$ cat src/hdl/cmisp_pkg.sv
`timescale 1ns / 1ps

package cmisp_pkg;

   localparam int unsigned FUNC_W     = 2;
   localparam int unsigned ADDR_W     = 16;
   localparam int unsigned DATA_W     = 8;
   localparam int unsigned STAMP_W    = 32;
   localparam int unsigned BANK_W     = 6;
   localparam int unsigned BANK_N     = 4;
   localparam int unsigned SEL_W      = 2;
   localparam int unsigned ROM_ADDR_W = 32;
   localparam int unsigned CSR_IDX_W  = 1;
   localparam int unsigned CSR_DATA_W = 8;

   localparam logic [FUNC_W-1:0] FUNC_WRITE = 2'd0;
   localparam logic [FUNC_W-1:0] FUNC_READ  = 2'd1;
   localparam logic [FUNC_W-1:0] FUNC_TICK  = 2'd2;

   localparam logic [SEL_W-1:0] SEL_NONE   = 2'd0;
   localparam logic [SEL_W-1:0] SEL_PRG    = 2'd1;
   localparam logic [SEL_W-1:0] SEL_SPEECH = 2'd2;
   localparam logic [SEL_W-1:0] SEL_FF     = 2'd3;

   localparam logic [CSR_IDX_W-1:0] CSR_READ_FILTER = 1'd0;
   localparam logic [CSR_IDX_W-1:0] CSR_ROM_PRESENT = 1'd1;

   localparam logic [7:0] FILTER_RESET  = 8'd2;
   localparam logic       PRESENT_RESET = 1'b1;

   typedef struct packed {
      logic [FUNC_W-1:0]  func;
      logic [ADDR_W-1:0]  address;
      logic [DATA_W-1:0]  data;
      logic [STAMP_W-1:0] cycle_stamp;
   } item_type;

   typedef struct packed {
      logic                  irq_line;
      logic [BANK_W-1:0]     prg_bank_low;
      logic [BANK_W-1:0]     prg_bank_high;
      logic [BANK_W-1:0]     chr_bank_low;
      logic [SEL_W-1:0]      rom_select;
      logic [ROM_ADDR_W-1:0] rom_address;
   } result_type;

   typedef struct packed {
      logic [BANK_N-1:0][BANK_W-1:0] bank_regs;
      logic [7:0]                    irq_reload;
      logic [7:0]                    irq_counter;
      logic                          irq_enable;
      logic                          irq_pending;
      logic [31:0]                   speech_address;
      logic [7:0]                    speech_control;
      logic [STAMP_W-1:0]            last_read_cycle;
   } state_type;

   typedef struct packed {
      logic [7:0] read_filter_cycles;
      logic       speech_rom_present;
   } config_type;

endpackage

$ cat src/hdl/cmisp_exec.sv
`timescale 1ns / 1ps

module cmisp_exec (
   input  cmisp_pkg::item_type   item,
   input  cmisp_pkg::state_type  state,
   input  cmisp_pkg::config_type cfg,
   output cmisp_pkg::state_type  state_next,
   output cmisp_pkg::result_type result
);

   logic [cmisp_pkg::ADDR_W-1:0] a;
   logic                         speech_hit;
   logic                         new_access;
   logic [cmisp_pkg::STAMP_W:0]  limit;
   logic [7:0]                   cnt_next;
   logic [cmisp_pkg::BANK_W-1:0] bank;

   assign a     = item.address;
   assign limit = {1'b0, state.last_read_cycle}
                + {{(cmisp_pkg::STAMP_W - 7){1'b0}}, cfg.read_filter_cycles};
   assign new_access = (item.cycle_stamp < state.last_read_cycle)
                     || ({1'b0, item.cycle_stamp} > limit);
   assign speech_hit = (a[15:11] == 5'b01001) || (a[15:12] == 4'hC);
   assign cnt_next   = (state.irq_counter == 8'd0) ? state.irq_reload
                                                    : state.irq_counter - 8'd1;

   always_comb begin
      bank = state.bank_regs[0];
      unique case (a[15:13])
         3'd4:    bank = state.bank_regs[1];
         3'd5:    bank = state.bank_regs[2];
         default: bank = state.bank_regs[0];
      endcase
   end

   always_comb begin
      state_next        = state;
      result.rom_select  = cmisp_pkg::SEL_NONE;
      result.rom_address = '0;
      unique case (item.func)
         cmisp_pkg::FUNC_WRITE: begin
            if (a[15]) begin
               unique case (a[14:12])
                  3'd0: state_next.irq_reload = item.data;
                  3'd1: state_next.irq_counter = 8'd0;
                  3'd2, 3'd3: begin
                     state_next.irq_enable = a[12];
                     if (!a[12]) begin
                        state_next.irq_pending = 1'b0;
                     end
                  end
                  3'd4: state_next.speech_address = {state.speech_address[30:0],
                                                     item.data[7]};
                  3'd5: state_next.speech_control = item.data;
                  default: state_next.bank_regs[item.data[7:6]] = item.data[5:0];
               endcase
            end
         end
         cmisp_pkg::FUNC_READ: begin
            if (speech_hit) begin
               if (!cfg.speech_rom_present) begin
                  result.rom_select = cmisp_pkg::SEL_FF;
               end else begin
                  result.rom_select  = cmisp_pkg::SEL_SPEECH;
                  result.rom_address = state.speech_address;
                  if (new_access) begin
                     if (state.speech_control[1]) begin
                        state_next.speech_address = state.speech_address + 32'd1;
                     end
                     state_next.last_read_cycle = item.cycle_stamp;
                  end
               end
            end else if (a[15:12] == 4'h5) begin
               result.rom_select  = cmisp_pkg::SEL_PRG;
               result.rom_address = {19'd0, 1'b1, a[11:0]};
            end else if ((a[15:13] == 3'd3) || (a[15:13] == 3'd4) || (a[15:13] == 3'd5)) begin
               result.rom_select  = cmisp_pkg::SEL_PRG;
               result.rom_address = {13'd0, bank, a[12:0]};
            end
         end
         cmisp_pkg::FUNC_TICK: begin
            state_next.irq_counter = cnt_next;
            if (state.irq_enable && (cnt_next == 8'd0)) begin
               state_next.irq_pending = 1'b1;
            end
         end
         default: begin
            state_next = state;
         end
      endcase
      result.irq_line      = state_next.irq_pending;
      result.prg_bank_low  = state_next.bank_regs[1];
      result.prg_bank_high = state_next.bank_regs[2];
      result.chr_bank_low  = state_next.bank_regs[3];
   end

endmodule

$ cat src/hdl/cartridge_mapper_irq_speech_port_unit.sv
`timescale 1ns / 1ps
// A word accepted on req_ is registered in the input stage, then written into the
// result queue when it has room, and rsp_ offers it from the queue.
// Throughput: one word per cycle; the decode and state update sit between the
// input stage register and a two-word result queue, so input stalls only when
// both queue entries are full and the held word cannot move on.
// Reset: synchronous, active high; clears all mapper state, sets read_filter_cycles
// to 2 and marks the speech ROM as fitted.

module cartridge_mapper_irq_speech_port_unit (
   input  logic        clock,
   input  logic        reset,
   input  logic        req_tvalid,
   output logic        req_tready,
   input  logic [55:0] req_tdata,  // address[15:0], data[23:16], cycle_stamp[55:24]
   input  logic [1:0]  req_tuser,  // func[1:0]
   output logic        rsp_tvalid,
   input  logic        rsp_tready,
   output logic [55:0] rsp_tdata,  // irq_line[0], prg_bank_low[6:1], prg_bank_high[12:7],
                                   // chr_bank_low[18:13], rom_address[50:19], zero[55:51]
   output logic [1:0]  rsp_tuser,  // rom_select[1:0]
   input  logic        csr_we,
   input  logic [0:0]  csr_index,
   input  logic [7:0]  csr_data
);

   cmisp_pkg::config_type cfg_ff;
   cmisp_pkg::state_type  state_ff, state_in;
   cmisp_pkg::item_type   stage_ff;
   logic                  stage_valid_ff;
   cmisp_pkg::result_type result;
   cmisp_pkg::result_type queue_ff [2];
   logic                  wr_ptr_ff, rd_ptr_ff;
   logic [1:0]            count_ff;
   logic                  push, pop, stage_fire;
   cmisp_pkg::result_type head;

   assign pop        = rsp_tvalid && rsp_tready;
   assign stage_fire = stage_valid_ff && ((count_ff != 2'd2) || pop);
   assign push       = stage_fire;
   assign req_tready = !stage_valid_ff || stage_fire;

   cmisp_exec u_exec (
      .item       (stage_ff),
      .state      (state_ff),
      .cfg        (cfg_ff),
      .state_next (state_in),
      .result     (result)
   );

   always_ff @(posedge clock) begin
      if (reset) begin
         cfg_ff.read_filter_cycles <= cmisp_pkg::FILTER_RESET;
         cfg_ff.speech_rom_present <= cmisp_pkg::PRESENT_RESET;
      end else if (csr_we) begin
         unique case (csr_index)
            cmisp_pkg::CSR_READ_FILTER: cfg_ff.read_filter_cycles <= csr_data;
            cmisp_pkg::CSR_ROM_PRESENT: cfg_ff.speech_rom_present <= csr_data[0];
            default: cfg_ff <= cfg_ff;
         endcase
      end
   end

   always_ff @(posedge clock) begin
      if (reset) begin
         state_ff <= '0;
      end else if (stage_fire) begin
         state_ff <= state_in;
      end
   end

   always_ff @(posedge clock) begin
      if (reset) begin
         stage_valid_ff <= 1'b0;
      end else if (req_tready) begin
         stage_valid_ff <= req_tvalid;
      end
   end

   always_ff @(posedge clock) begin
      if (req_tvalid && req_tready) begin
         stage_ff.func        <= req_tuser;
         stage_ff.address     <= req_tdata[15:0];
         stage_ff.data        <= req_tdata[23:16];
         stage_ff.cycle_stamp <= req_tdata[55:24];
      end
   end

   always_ff @(posedge clock) begin
      if (push) begin
         queue_ff[wr_ptr_ff] <= result;
      end
   end

   always_ff @(posedge clock) begin
      if (reset) begin
         wr_ptr_ff <= 1'b0;
         rd_ptr_ff <= 1'b0;
         count_ff  <= 2'd0;
      end else begin
         if (push) begin
            wr_ptr_ff <= !wr_ptr_ff;
         end
         if (pop) begin
            rd_ptr_ff <= !rd_ptr_ff;
         end
         priority if (push && !pop) begin
            count_ff <= count_ff + 2'd1;
         end else if (pop && !push) begin
            count_ff <= count_ff - 2'd1;
         end else begin
            count_ff <= count_ff;
         end
      end
   end

   assign head       = queue_ff[rd_ptr_ff];
   assign rsp_tvalid = (count_ff != 2'd0);
   assign rsp_tuser  = head.rom_select;
   assign rsp_tdata  = {5'd0, head.rom_address, head.chr_bank_low,
                        head.prg_bank_high, head.prg_bank_low, head.irq_line};

endmodule

$ cat config.mk
export PLATFORM = sky130hd
export DESIGN_NAME = cartridge_mapper_irq_speech_port_unit
export DESIGN_NICKNAME = d
export VERILOG_FILES = /design/src/hdl/cmisp_pkg.sv /design/src/hdl/cmisp_exec.sv /design/src/hdl/cartridge_mapper_irq_speech_port_unit.sv
export SDC_FILE = /design/constraint.sdc
export NUM_CORES = 1
export LEC_CHECK = 0
export BUFFER_PORTS_ARGS = -buffer_cell sky130_fd_sc_hd__buf_2
export CORE_AREA = 3 3 173 175
export CTS_CLUSTER_SIZE = 28
export DETAILED_ROUTE_END_ITERATION = 6
export DIE_AREA = 0 0 176 178
export PLACE_DENSITY = 0.71
export SYNTH_ARGS = -nofsm -noshare
export SYNTH_HDL_FRONTEND = slang
export SYNTH_SLANG_ARGS = --single-unit
export TNS_END_PERCENT = 5
$ cat constraint.sdc
create_clock -name clock -period 4.6 [get_ports clock]
set_input_delay 0.46 -clock clock [delete_from_list [all_inputs] [get_ports clock]]
set_output_delay 0.46 -clock clock [all_outputs]
set_load 0.02 [all_outputs]
---- Word level (Yosys, flattened, before mapping) ----
Memories as Yosys holds them, arrays and structs flattened. A register that Yosys moved wholly into a read port is not among the register bits.
Cells that the tools add are included.
storage, ports and cells
  register bits ........................... 186
  latch bits .............................. 0
  RAM bits ................................ 106
  memory bits (read-only) ................. 0
  input bits .............................. 72
  output and inout bits ................... 60
  logic and storage cells ................. 125
  memories ................................ 1
operators by class
  add/subtract/negate cells ............... 5
  $mul .................................... 0
  divide/modulo/power cells ............... 0
  order comparisons ....................... 4
  equality and inequality tests ........... 21
  shift operators ......................... 0
  mux-type cells .......................... 34
  bitwise logic cells ..................... 2
  reductions and logical operators ........ 37
memories
  memory    depth  width  rd ports  clocked after memory_dff  wr ports  RTL line                                     RTL
  queue_ff  2      53     1         1                         1         cartridge_mapper_irq_speech_port_unit.sv:32  cmisp_pkg::result_type queue_ff [2];
operator list
  cell                                                                number
  32-bit 2-to-1 mux                                                   7
  82-bit 2-to-1 mux                                                   1
  34-bit 2-to-1 mux                                                   2
  33-bit 2-to-1 mux                                                   2
  32-bit case mux with 2 select lines                                 1
  32-bit by 8-bit adder with 33-bit output                            1
  32-bit by 33-bit greater-than comparator with 1-bit output          1
  32-bit by 1-bit adder with 32-bit output, second input constant     1
  32-bit less-than comparator                                         1
  8-bit 2-to-1 mux                                                    4
  24-bit bitwise mux                                                  1
  24-bit 2-to-1 mux                                                   1
  4-bit AND reduction                                                 5
  8-bit zero test                                                     2
  8-bit case mux with 2 select lines                                  1
  6-bit demux with 2-bit select                                       1
  3-bit == test, second input constant                                4
  2-bit inequality test, second input constant                        6
  6-bit case mux with 2 select lines                                  1
  3-bit by 2-bit == test with 1-bit output, second input constant     3
  8-bit AND reduction                                                 1
  2-bit nonzero test                                                  4
  8-bit by 1-bit subtractor with 8-bit output, second input constant  1
  1-bit logical AND                                                   7
  other kinds (24)                                                    44

---- Logic depth before layout (Yosys ltp) ----
Gate-level depths: netlist (run 1).
  depth in word-level cells ............... 8
  depth in mapped cells ................... 20

---- Hierarchy ----
A second synthesis (run 1) with hierarchy kept.
unflattened totals
  cells, all modules ...................... 1,635
  area total of the unflattened synthesis .. 16,604.7 um^2
modules (own cells, without submodules)
  module                                 instances  cells each  area an instance (um^2)
  cartridge_mapper_irq_speech_port_unit  1          820         10,931.7
  cmisp_exec                             1          815         5,672.9

---- Worst setup path before layout (run 1) ----
OpenSTA, ideal clock, no wires.
  path type ............................... flip-flop to flip-flop
  start ................................... register cfg_ff[1] (netlist name)
  end ..................................... register state_ff[43] (netlist name)
  setup time .............................. 0.116 ns
  arrival time ............................ 4.198 ns
  required time ........................... 4.484 ns
  path slack .............................. 0.286 ns
  stages on the path, launching flop included .. 20
  buffers on the path ..................... 1
  period minus slack after synthesis ...... 4.314 ns
  cell sequence ........................... dfxtp_1 ha_1 fa_1 a211oi_2 nor3_1 a211oi_1 nor2_1 nand4_1 nor2_1 xnor2_1 ha_1 nand4_1 nor4_1 a221o_1 o31ai_1 a31o_2 a31oi_4 buf_4 o21ai_0 a31o_2
on the way
  longest elaborated chain between the ends .. 5
ends and longest elaborated chain
  item                                                        RTL line                                     RTL
  start, declared                                             cartridge_mapper_irq_speech_port_unit.sv:27  cmisp_pkg::config_type cfg_ff;
  start signal, assigned                                      cartridge_mapper_irq_speech_port_unit.sv:59  default: cfg_ff <= cfg_ff;
  32-bit by 8-bit adder with 33-bit output                    cmisp_exec.sv:20                             + {{(cmisp_pkg::STAMP_W - 7){1'b0}}, cfg.read_filter_cycles};
  32-bit by 33-bit greater-than comparator with 1-bit output  cmisp_exec.sv:22                             || ({1'b0, item.cycle_stamp} > limit);
  1-bit logical OR                                            cmisp_exec.sv:22
  2-bit by 1-bit inequality test with 1-bit output (no line)  -
  8-bit AND reduction (no line)                               -
  end signal, assigned                                        cartridge_mapper_irq_speech_port_unit.sv:68  state_ff <= state_in;
  end, declared                                               cartridge_mapper_irq_speech_port_unit.sv:28  cmisp_pkg::state_type state_ff, state_in;
Every way passes these cells.
A chain may end at the register's enable or synchronous reset.

---- Final worst setup path (run 1) ----
  start ................................... register state_ff[0] (netlist name)
  end ..................................... register state_ff[41] (netlist name)
on the way
  longest elaborated chain between the ends .. 5
  elaborated cells on any way between the ends .. 6
ends and longest elaborated chain
  item                                                          RTL line
  32-bit by 8-bit adder with 33-bit output                      cmisp_exec.sv:20
  32-bit by 33-bit greater-than comparator with 1-bit output    cmisp_exec.sv:22
  1-bit logical OR *                                            cmisp_exec.sv:22
  2-bit by 1-bit inequality test with 1-bit output (no line) *  -
  8-bit AND reduction (no line) *                               -
Mark *: on every way between the ends. The rest lies on a longest branch, timed or not.

==> metrics.txt, run 1 <==
Rel. slew slack=31.38%; CP Data Arrival Time=4.87 ns; met1 Use GR=26.74%; ANT cells=0; EDFF count, synth=164; Fin Clk Skew=0.01015 ns; HP Class=input port to register; Die H=178 um; post-route cell area=0.01641 mm2; CTS sink count=286; WP data required=5.08 ns; Slew Viols, Final=0; Yosys cell types=74; Layout Nets=1594; first-pass iteration count of the detailed router=5; Storage cell area=0.007368 mm2; GRT overflow=0; Tcrit/Tclk final=95.62%; CP Launch Type=register; drt wl/cell=17.54 um; layout cells sized above 1=21.10%; drt total wl=32.50 mm; H-tree levels=1; Placed Cells incl. Taps=1791; GR Layer Usage met3=2.725%; count of final setup violators=0; clk root buf=clkbuf_16; peak supply drop=0.3017 mV; Area growth syn-to-layout=15.85%; Fin Hold WS=0.07571 ns; die area=0.03133 mm2; vias per inst=5.660; largest net degree at the start of global routing=65; Starting Density=49.47%; clk_lat worst skew=0.56 ns; ys async rst share=0%; met2 Track Usage GR=34.87%; Post-DRT Antenna Nets=0; port bufs=126; non-filler cells, final=1853; Avg Cell Area, Syn=10.66 um2; CTS Buffer Depth=3; DRC=0; GRT Total Usage=20.12%; area taken by multi-input logic gates=0.006380 mm2; Synth top area share=34.78%; total CTS buffers=29; Max-cap violations=0; Tmin final=4.398 ns; Leak=6.277 nW; Fill cells=2406; Cell Rows=62; Reg clk slew, reported paths=0.07 ns; Area contributors post-synth=edfxtp_1 (35%), dfxtp_1 (17%), ha_1 (6.6%), mux2_2 (5.6%), nor2_1 (3.6%); Pwr per Cell Area=397.3 mW/mm2; dpl hpwl=21.97 mm; vias in the first global route=10290; post-placement cell area=0.01517 mm2; area leader, netlist=edfxtp_1; first-pass GRT wire length=51.94 mm; Synth Cell Area=0.01416 mm2; Core Footprint=0.02863 mm2; gr busiest metal=met2; Die Wd=176 um; initial antenna violation count=0; starting DRC count in detailed routing=775; ys flop type=edfxtp_1; Hold Fails Final Rpt=0; CTS tree=yes; Cells after Synth=1328; via count=10490; cts hold-fix bufs=0; Setup CP Type=register to register; # IOs=132; status=finished clean; Yosys warning total=0; most frequent cell after synthesis=edfxtp_1; Worst Setup End Kind=register; critical-path maximum fanout=20; register area share after synthesis=52.02%; Yosys reg bits=286; Placer Congestion=0.9327; Achievable Freq=227.4 MHz; most common library cells after synthesis=edfxtp_1 (164), nor2_1 (137), dfxtp_1 (122); Worst-Margin Slew=1.029 ns; final setup TNS=0 ns
[flip-flops by register name, summed over array words and instances (netlist names), named ones only]
signal	cells
cfg_ff	9
count_ff	2
stage_ff	58
wr_ptr_ff	1
stage_valid_ff	1
rd_ptr_ff	1
queue_ff	106
state_ff	101
[stage by stage]
step	util [%]	setup WS [ns]	total power, mW
global placement	52.98	0.1883	4.004
finish	57.31	0.2015	6.517
CTS	56.63	0.07511	6.581
global route	57.31	-0.01980	6.783
detailed placement	52.98	0.03599	4.023
floorplan	-	0.2862	3.695
[what timing repair did]
action | in CTS | in global routing
setup buffers | 0 | 5
pin swaps | 0 | 10
resized for setup | 1 | 18
endpoints found under the setup margin | 3 | 64
gates cloned | 0 | 3
[layer usage]
| metal | part of all wire [%] | vias to the layer above |
|---|---|---|
| met5 | 0 | - |
| met4 | 2.1 | 0 |
| met3 | 4.9 | 53 |
| met2 | 49 | 282 |
| met1 | 44 | 5051 |
| li1 | - | 5102 |
[logic make-up (layout without fill, tap and decap cells)]
group | Yosys count | in the layout | share of synthesized area, %
AOI/OAI and AO/OA | 236 | 236 | 11.16
xor gates and xnor gates | 39 | 39 | 2.412
DFF | 286 | 286 | 52.02
and+or+nand+nor | 451 | 451 | 15.02
buffers and inverters | 123 | 260 | 3.764
adders and majority gates | 76 | 76 | 6.768
muxes | 116 | 116 | 8.827
other | 1 | 5 | 0.02648
[area by class of cell]
type / instances / share of cell area [%]
tap: 384 / 2.929
clock inverter: 23 / 1.869
timing repair buffer: 158 / 5.834
sequential: 286 / 44.91
multi-input combinational: 923 / 38.89
clock buffer: 31 / 4.469
inverter: 48 / 1.098
[report_power, final]
group	internal, mW	switching [mW]
combinational	0.402	0.561
sequential	2.86	0.144
clock	1.55	0.996
total	4.82	1.70
[layout by cell type (no fill, tap or decap), types with 13 or more instances in the layout]
| cell | netlist | final |
|---|---|---|
| o21ai_0 | 47 | 46 |
| nor3_1 | 47 | 45 |
| nand4_1 | 17 | 17 |
| nor2_1 | 137 | 135 |
| a22o_1 | 13 | 13 |
| inv_1 | 47 | 47 |
| a311oi_1 | 13 | 13 |
| nand2_1 | 111 | 111 |
| a21oi_1 | 75 | 73 |
| xnor2_1 | 32 | 32 |
| dfxtp_1 | 122 | 121 |
| buf_4 | 9 | 26 |
| and3_1 | 18 | 18 |
| mux2i_1 | 45 | 45 |
| mux2_2 | 71 | 71 |
| buf_2 | 2 | 125 |
| edfxtp_1 | 164 | 164 |
| clkbuf_16 | 0 | 31 |
| ha_1 | 75 | 75 |
| nand3_1 | 62 | 62 |
[worst max-delay path, cell delays in order (launching register included)]
cell,delay (ns)
dfxtp_1,0.33
ha_1,0.22
fa_2,0.38
a211oi_2,0.27
nor3_1,0.11
a211oi_2,0.23
nor2_1,0.09
nand4_1,0.21
nor4_2,0.07
xnor2_1,0.13
ha_1,0.29
nand4_1,0.17
nor4_2,0.37
a221o_1,0.24
o31ai_4,0.07
a31o_2,0.30
a31oi_4,0.18
buf_4,0.17
clkbuf_16,0.18
nor2_1,0.05
a311oi_1,0.22
[worst paths after layout]
path | depth (start not counted) | from | end | slack, ns
setup / recovery | 20 | state_ff[0]$_SDFFE_PP0P_ | state_ff[41]$_SDFFE_PP0P_ | 0.20
hold / removal | 1 | req_tdata[28] | stage_ff[4]$_DFFE_PP_ | 0.08
setup reg to reg | 20 | state_ff[0]$_SDFFE_PP0P_ | state_ff[41]$_SDFFE_PP0P_ | 0.20
hold reg to reg | 2 | state_ff[85]$_SDFFE_PP0P_ | state_ff[85]$_SDFFE_PP0P_ | 0.48
(Power assumes the default switching activity.)
==> run 2, diff against run 1 <==
CORE_AREA = 3 3 186 151   (was 3 3 173 175)
DIE_AREA = 0 0 189 154   (was 0 0 176 178)
PLACE_DENSITY = 0.76   (was 0.71)
==> metrics.txt, run 2 (same netlist as run 1, synthesis figures left out) <==
Reg clk slew, reported paths=0.07 ns (about the same); ANT cells=0 (unchanged); Largest Register=queue_ff (unchanged); CTS tree=yes (unchanged); initial antenna violation count=0 (unchanged); Slew Viols, Final=0 (unchanged); Max-cap violations=0 (unchanged); commonest non-fill, non-tap cells in the layout=edfxtp_1 (164), nor2_1 (135), buf_2 (125) (unchanged); Placer Congestion=0.8953 (was 0.9327); Achievable Freq=224.0 MHz (was 227.4 MHz); Layout Nets=1589 (was 1594); layout cells sized above 1=20.92% (was 21.10%); Hold Startpoint=req_tdata[5] (was req_tdata[28]); R2R depth=19 (was 20); fin util=61.98% (was 57.31%); top flop regs=queue_ff (106), state_ff (101), stage_ff (58) (unchanged); Tcrit/Tclk final=97.04% (was 95.62%); crit-path leading delay family=simple AND/OR/NAND/NOR gates (was compound AO/OA/AOI/OAI gates); status=finished clean (unchanged); CP Launch Type=register (unchanged); worst r2r src=state_ff[0]$_SDFFE_PP0P_ (unchanged); Buf+Inv Stages, Crit Path=2 (unchanged); WP data required=5.02 ns (was 5.08 ns); CP peak stage delay=0.43 ns (was 0.38 ns); Hold Fails Final Rpt=0 (unchanged); Core Footprint=0.02633 mm2 (was 0.02863 mm2); Starting Density=53.79% (was 49.47%); CP Data Arrival Time=4.88 ns (was 4.87 ns); CTS Buffer Depth=3 (unchanged); GRT Total Usage=22.50% (was 20.12%); Worst-Margin Slew=1.231 ns (was 1.029 ns); crit path from=state_ff[0]$_SDFFE_PP0P_ (unchanged); # IOs=132 (unchanged); Tmin final=4.464 ns (was 4.398 ns); commonest non-fill, non-tap cell in the layout=edfxtp_1 (unchanged); Tot Pwr=6.406 mW (was 6.517 mW); RSZ-0062 raised after global routing=yes; Cell Rows=53 (was 62); starting DRC count in detailed routing=1105 (was 775); Worst Setup End Kind=register (unchanged); FF-to-FF End=state_ff[54]$_SDFFE_PP0P_ (was state_ff[41]$_SDFFE_PP0P_); Fin Clk Skew=0.01105 ns (was 0.01015 ns); vias in the first global route=10240 (was 10290); total CTS buffers=28 (was 29); Worst Hold Path EP=stage_ff[45]$_DFFE_PP_ (was stage_ff[4]$_DFFE_PP_); first-pass GRT wire length=53.59 mm (was 51.94 mm); count of final setup violators=0 (unchanged); R2R Setup Slk=0.14 ns (was 0.20 ns); crit path cell chain=ha_2 -> fa_2 -> a211oi_4 -> nor3_2 -> a211oi_2 -> nor2_1 -> nand4_1 -> nor2_4 -> xnor2_1 -> ha_1 -> nand4_1 -> nor4_2 -> buf_4 -> o2111ai_2 -> a31o_2 -> buf_4 -> nand3_1 -> nor3b_1 -> o21ai_0 (was ha_1 -> fa_2 -> a211oi_2 -> nor3_1 -> a211oi_2 -> nor2_1 -> nand4_1 -> nor4_2 -> xnor2_1 -> ha_1 -> nand4_1 -> nor4_2 -> a221o_1 -> o31ai_4 -> a31o_2 -> a31oi_4 -> buf_4 -> clkbuf_16 -> nor2_1 -> a311oi_1); Die H=154 um (was 178 um); Pwr per Cell Area=392.6 mW/mm2 (was 397.3 mW/mm2); port bufs=126 (unchanged); H-tree levels=1 (unchanged); Fill cells=2161 (was 2406); GRT overflow=0 (unchanged); critical-path maximum fanout=7 (was 20); final setup TNS=0 ns (unchanged); hold depth=1 (unchanged); Die Wd=189 um (was 176 um); Area growth syn-to-layout=15.23% (was 15.85%); HP Class=input port to register (unchanged); peak supply drop=0.3267 mV (was 0.3017 mV); clk root buf=clkbuf_16 (unchanged); drt wl/cell=18.63 um (was 17.54 um); via count=10680 (was 10490); drt total wl=33.90 mm (was 32.50 mm); first-pass iteration count of the detailed router=5 (unchanged); slowest stage cell, crit path=fa_2 (unchanged); CTS sink count=286 (unchanged); die area=0.02911 mm2 (was 0.03133 mm2); largest net degree at the start of global routing=65 (unchanged); Leak=6.217 nW (was 6.277 nW); Post-DRT Antenna Nets=0 (unchanged); DRC=0 (unchanged); Setup CP Type=register to register (unchanged); vias per inst=5.870 (was 5.660); dpl hpwl=22.84 mm (was 21.97 mm); Largest register FFs=106 (unchanged); clk_lat worst skew=0.55 ns (was 0.56 ns); Rel. slew slack=17.91% (was 31.38%)
## run 2: what timing repair did
action                     CTS  global route
hold buffers                 0             0
setup endpoints to repair   52            64
gates resized for setup      2            17
gates cloned                 0             3
buffers inserted             0             6
pin swaps                    0            15
## run 2: worst max-delay path by stage
stage          cells past startpoint                        end
6_report                          19  state_ff[54]$_SDFFE_PP0P_
5_1_grt                           19  state_ff[54]$_SDFFE_PP0P_
4_1_cts                           19  state_ff[42]$_SDFFE_PP0P_
3_5_place_dp                      19  state_ff[17]$_SDFFE_PP0P_
3_3_place_gp                      19  state_ff[43]$_SDFFE_PP0P_
2_1_floorplan                     19  state_ff[43]$_SDFFE_PP0P_
## run 2: metrics by stage
| step | setup WS, ns | hold WS, ns | cells | area [um2] |
|---|---|---|---|---|
| detailed placement | -0.1003 | 0.4508 | 1759 | 15110 |
| global placement | 0.03502 | 0.4494 | 1759 | 15110 |
| floorplan | 0.2862 | 0.4366 | 1332 | 14180 |
| finish | 0.1362 | 0.08654 | 1820 | 16320 |
| CTS | 0.03633 | 0.06797 | 1811 | 16100 |
| global route | -0.1647 | 0.06981 | 1820 | 16320 |
## run 2: area by class of cell
class	instances	area, um2	share of cell area [%]
clock buffer	39	804.5	4.930
sequential	286	7368	45.15
clock inverter	13	175.2	1.073
tap	357	446.7	2.737
multi-input combinational	923	6397	39.20
inverter	48	180.2	1.104
timing repair buffer	154	945.9	5.797
## run 2: worst reg2reg max path, delay by kind of cell (launching register included)
family	cells	cell delay, ns
compound gates	5	1.05
xor+xnor	1	0.15
fa+ha+maj	3	0.97
buf+inv	2	0.31
flops	1	0.33
simple gates	8	1.53
## run 2: layer usage
metal | global-route usage, % | up-vias | share of wire [%]
met2 | 34.66 | 406 | 44
met3 | 3.419 | 72 | 6.8
met5 | 0 | - | 0
li1 | - | 5086 | -
met1 | 32.86 | 5120 | 46
met4 | 7.125 | 0 | 3.0
## run 2: where the power goes
part,leakage (nW),switching (mW),internal (mW)
Sequential,2.55,0.122,2.86
Clock,0.461,0.975,1.45
Combinational,3.20,0.596,0.405
Total,6.22,1.69,4.71
==> run 3, diff against run 2 <==
CORE_AREA = 8 8 191 156   (was 3 3 186 151)
DIE_AREA = 0 0 199 164   (was 0 0 189 154)
REMOVE_ABC_BUFFERS = 1   (was not set)
==> metrics.txt, run 3 (same netlist as run 1, synthesis figures left out) <==
R2R depth=20 (was 19); Seq pwr share=48.3% (was 46.6%); Leak=6.234 nW (was 6.217 nW); Layout Nets=1599 (was 1589); Placer Congestion=0.8738 (was 0.8953); ANT cells=0 (unchanged); vias in the first global route=10330 (was 10240); Worst-Margin Slew=1.135 ns (was 1.231 ns); Worst Slack Setup Final=0.09873 ns (was 0.1362 ns); Post-DRT Antenna Nets=0 (unchanged); drt total wl=33.58 mm (was 33.90 mm); Sw Ratio=27.10% (was 26.42%); H-tree levels=1 (unchanged); status=finished clean (unchanged); peak supply drop=0.3439 mV (was 0.3267 mV); Rel. slew slack=24.26% (was 17.91%); Post-Place Worst Slack=-0.1932 ns (was -0.1003 ns); CTS Buffer Depth=3 (unchanged); die area=0.03264 mm2 (was 0.02911 mm2); via count=10600 (was 10680); Die H=164 um (was 154 um); GRT Total Usage=19.55% (was 22.50%); Pwr per Cell Area=379.6 mW/mm2 (was 392.6 mW/mm2); Tot Pwr=6.186 mW (was 6.406 mW); dpl hpwl=22.48 mm (was 22.84 mm); RSZ-0062 raised after global routing=yes (unchanged); R2R Setup Slk=0.1 ns (was 0.14 ns); cts hold-fix bufs=0 (unchanged); Largest Register=queue_ff (unchanged); final setup TNS=0 ns (unchanged); vias per inst=5.769 (was 5.870); count of final setup violators=0 (unchanged); Max-cap violations=0 (unchanged); layout cells sized above 1=20.98% (was 20.92%); crit path from=state_ff[0]$_SDFFE_PP0P_ (unchanged); CP Data Arrival Time=4.98 ns (was 4.88 ns); Psw=1.677 mW (was 1.693 mW); port bufs=126 (unchanged); first-pass iteration count of the detailed router=5 (unchanged); Starting Density=52.79% (was 53.79%); Critical path destination=state_ff[55]$_SDFFE_PP0P_ (was state_ff[54]$_SDFFE_PP0P_); Int Power=4.510 mW (was 4.713 mW); clk_lat worst skew=0.56 ns (was 0.55 ns); FF-to-FF End=state_ff[55]$_SDFFE_PP0P_ (was state_ff[54]$_SDFFE_PP0P_); top flop regs=queue_ff (106), state_ff (101), stage_ff (58) (unchanged); Clock power frac=35.7% (was 37.8%); post-placement cell area=0.01518 mm2 (was 0.01511 mm2); GRT overflow=0 (unchanged); Fin Clk Skew=0.02448 ns (was 0.01105 ns); # IOs=132 (unchanged); post-route cell area=0.01630 mm2 (was 0.01632 mm2); Core Footprint=0.02682 mm2 (was 0.02633 mm2); total CTS buffers=28 (unchanged); clk root buf=clkbuf_16 (unchanged); Tcrit/Tclk final=97.85% (was 97.04%); CP Launch Type=register (unchanged); initial antenna violation count=0 (unchanged); Area growth syn-to-layout=15.07% (was 15.23%); HP Class=input port to register (unchanged); WP data required=5.08 ns (was 5.02 ns); commonest non-fill, non-tap cell in the layout=edfxtp_1 (unchanged); CTS sink count=286 (unchanged); Cell Rows=54 (was 53); first-pass GRT wire length=51.95 mm (was 53.59 mm); Tmin final=4.501 ns (was 4.464 ns); Fin Hold WS=0.06998 ns (was 0.08654 ns); Comb power frac=16.1% (was 15.6%); Hold Fails Final Rpt=0 (unchanged); Largest register FFs=106 (unchanged); DRC=0 (unchanged); Slew Viols, Final=0 (unchanged); Worst Setup End Kind=register (unchanged); worst r2r src=state_ff[0]$_SDFFE_PP0P_ (unchanged); Reg clk slew, reported paths=0.06 ns (was 0.07 ns); Achievable Freq=222.2 MHz (was 224.0 MHz); drt wl/cell=18.28 um (was 18.63 um); largest net degree at the start of global routing=59 (was 65); critical-path maximum fanout=14 (was 7); starting DRC count in detailed routing=957 (was 1105); CTS tree=yes (unchanged); Setup CP Type=register to register (unchanged); commonest non-fill, non-tap cells in the layout=edfxtp_1 (164), nor2_1 (135), buf_2 (125) (unchanged); Die Wd=199 um (was 189 um)
==> run 3: changes by cell type in the layout (fill, tap and decap cells not counted), sizes merged <==
cell / previous run / this run
clkbuf: 42 / 40
clkinv: 4 / 11
buf: 151 / 161
bufinv: 4 / 2
clkinvlp: 5 / 2
==> run 3: final cells by class <==
cell class,count,area [um2]
fill,2171,10530
sequential,286,7368
multi-input combinational,923,6384
timing repair buffer,164,1021
clock buffer,37,734.5
tap,364,455.4
inverter,48,180.2
clock inverter,15,152.6
==> run 3: what timing repair did <==
item                                   in CTS  in global routing
setup endpoints to repair                  56                 64
endpoints found under the hold margin       0                  0
resized for setup                           3                 14
gates cloned                                0                  3
setup buffers                               0                  8
pin swaps                                   0                 10
==> run 3: worst max-delay path: stages, from the launching register on <==
cell and delay, ns:
dfxtp_1 0.33, ha_2 0.19, fa_2 0.39, a211oi_4 0.29, nor3_2 0.08, a211oi_2 0.27, nor2_1 0.13, nand4_1 0.22
nor4_2 0.07, xnor2_1 0.13, ha_1 0.30, nand4_1 0.22, nor4_4 0.37, a221o_1 0.23, o31ai_2 0.09, a31o_2 0.32
a31oi_4 0.23, buf_4 0.18, clkbuf_16 0.16, nor2_1 0.05, a211oi_1 0.20
==> run 3: how the worst min path moves through the flow <==
stage                                    startpoint                         to  slack (ns)  depth (start not counted)
after floorplan           state_ff[73]$_SDFFE_PP0P_  state_ff[73]$_SDFFE_PP0P_        0.43                          2
after global placement    state_ff[73]$_SDFFE_PP0P_  state_ff[73]$_SDFFE_PP0P_        0.45                          2
after detailed placement  state_ff[73]$_SDFFE_PP0P_  state_ff[73]$_SDFFE_PP0P_        0.46                          2
after CTS                             req_tdata[10]     stage_ff[50]$_DFFE_PP_        0.05                          1
after global routing                   req_tdata[9]     stage_ff[49]$_DFFE_PP_        0.05                          1
final                                 req_tdata[20]     stage_ff[36]$_DFFE_PP_        0.07                          1
==> run 3: power by group through the flow <==
stage,registers [mW],clock network (mW),logic [mW]
finish,2.99,2.21,0.993
global route,3.00,2.34,1.08
CTS,2.99,2.25,1.00
detailed placement,3.04,0,0.995
global placement,3.03,0,0.977
floorplan,3.02,0,0.644
==> run 3: per-stage QoR <==
stage               std cells  util (%)
detailed placement       1774     56.58
global placement         1774     56.58
CTS                      1826     59.95
floorplan                1257         -
finish                   1837     60.75
global route             1837     60.75
==> run 3: layer usage <==
metal	GRT usage, %	routed length (um)	up-vias
met5	0	0	-
met4	5.819	811	0
met3	2.847	1758	60
met2	34.42	16330	317
met1	24.69	14680	5092
li1	-	-	5128
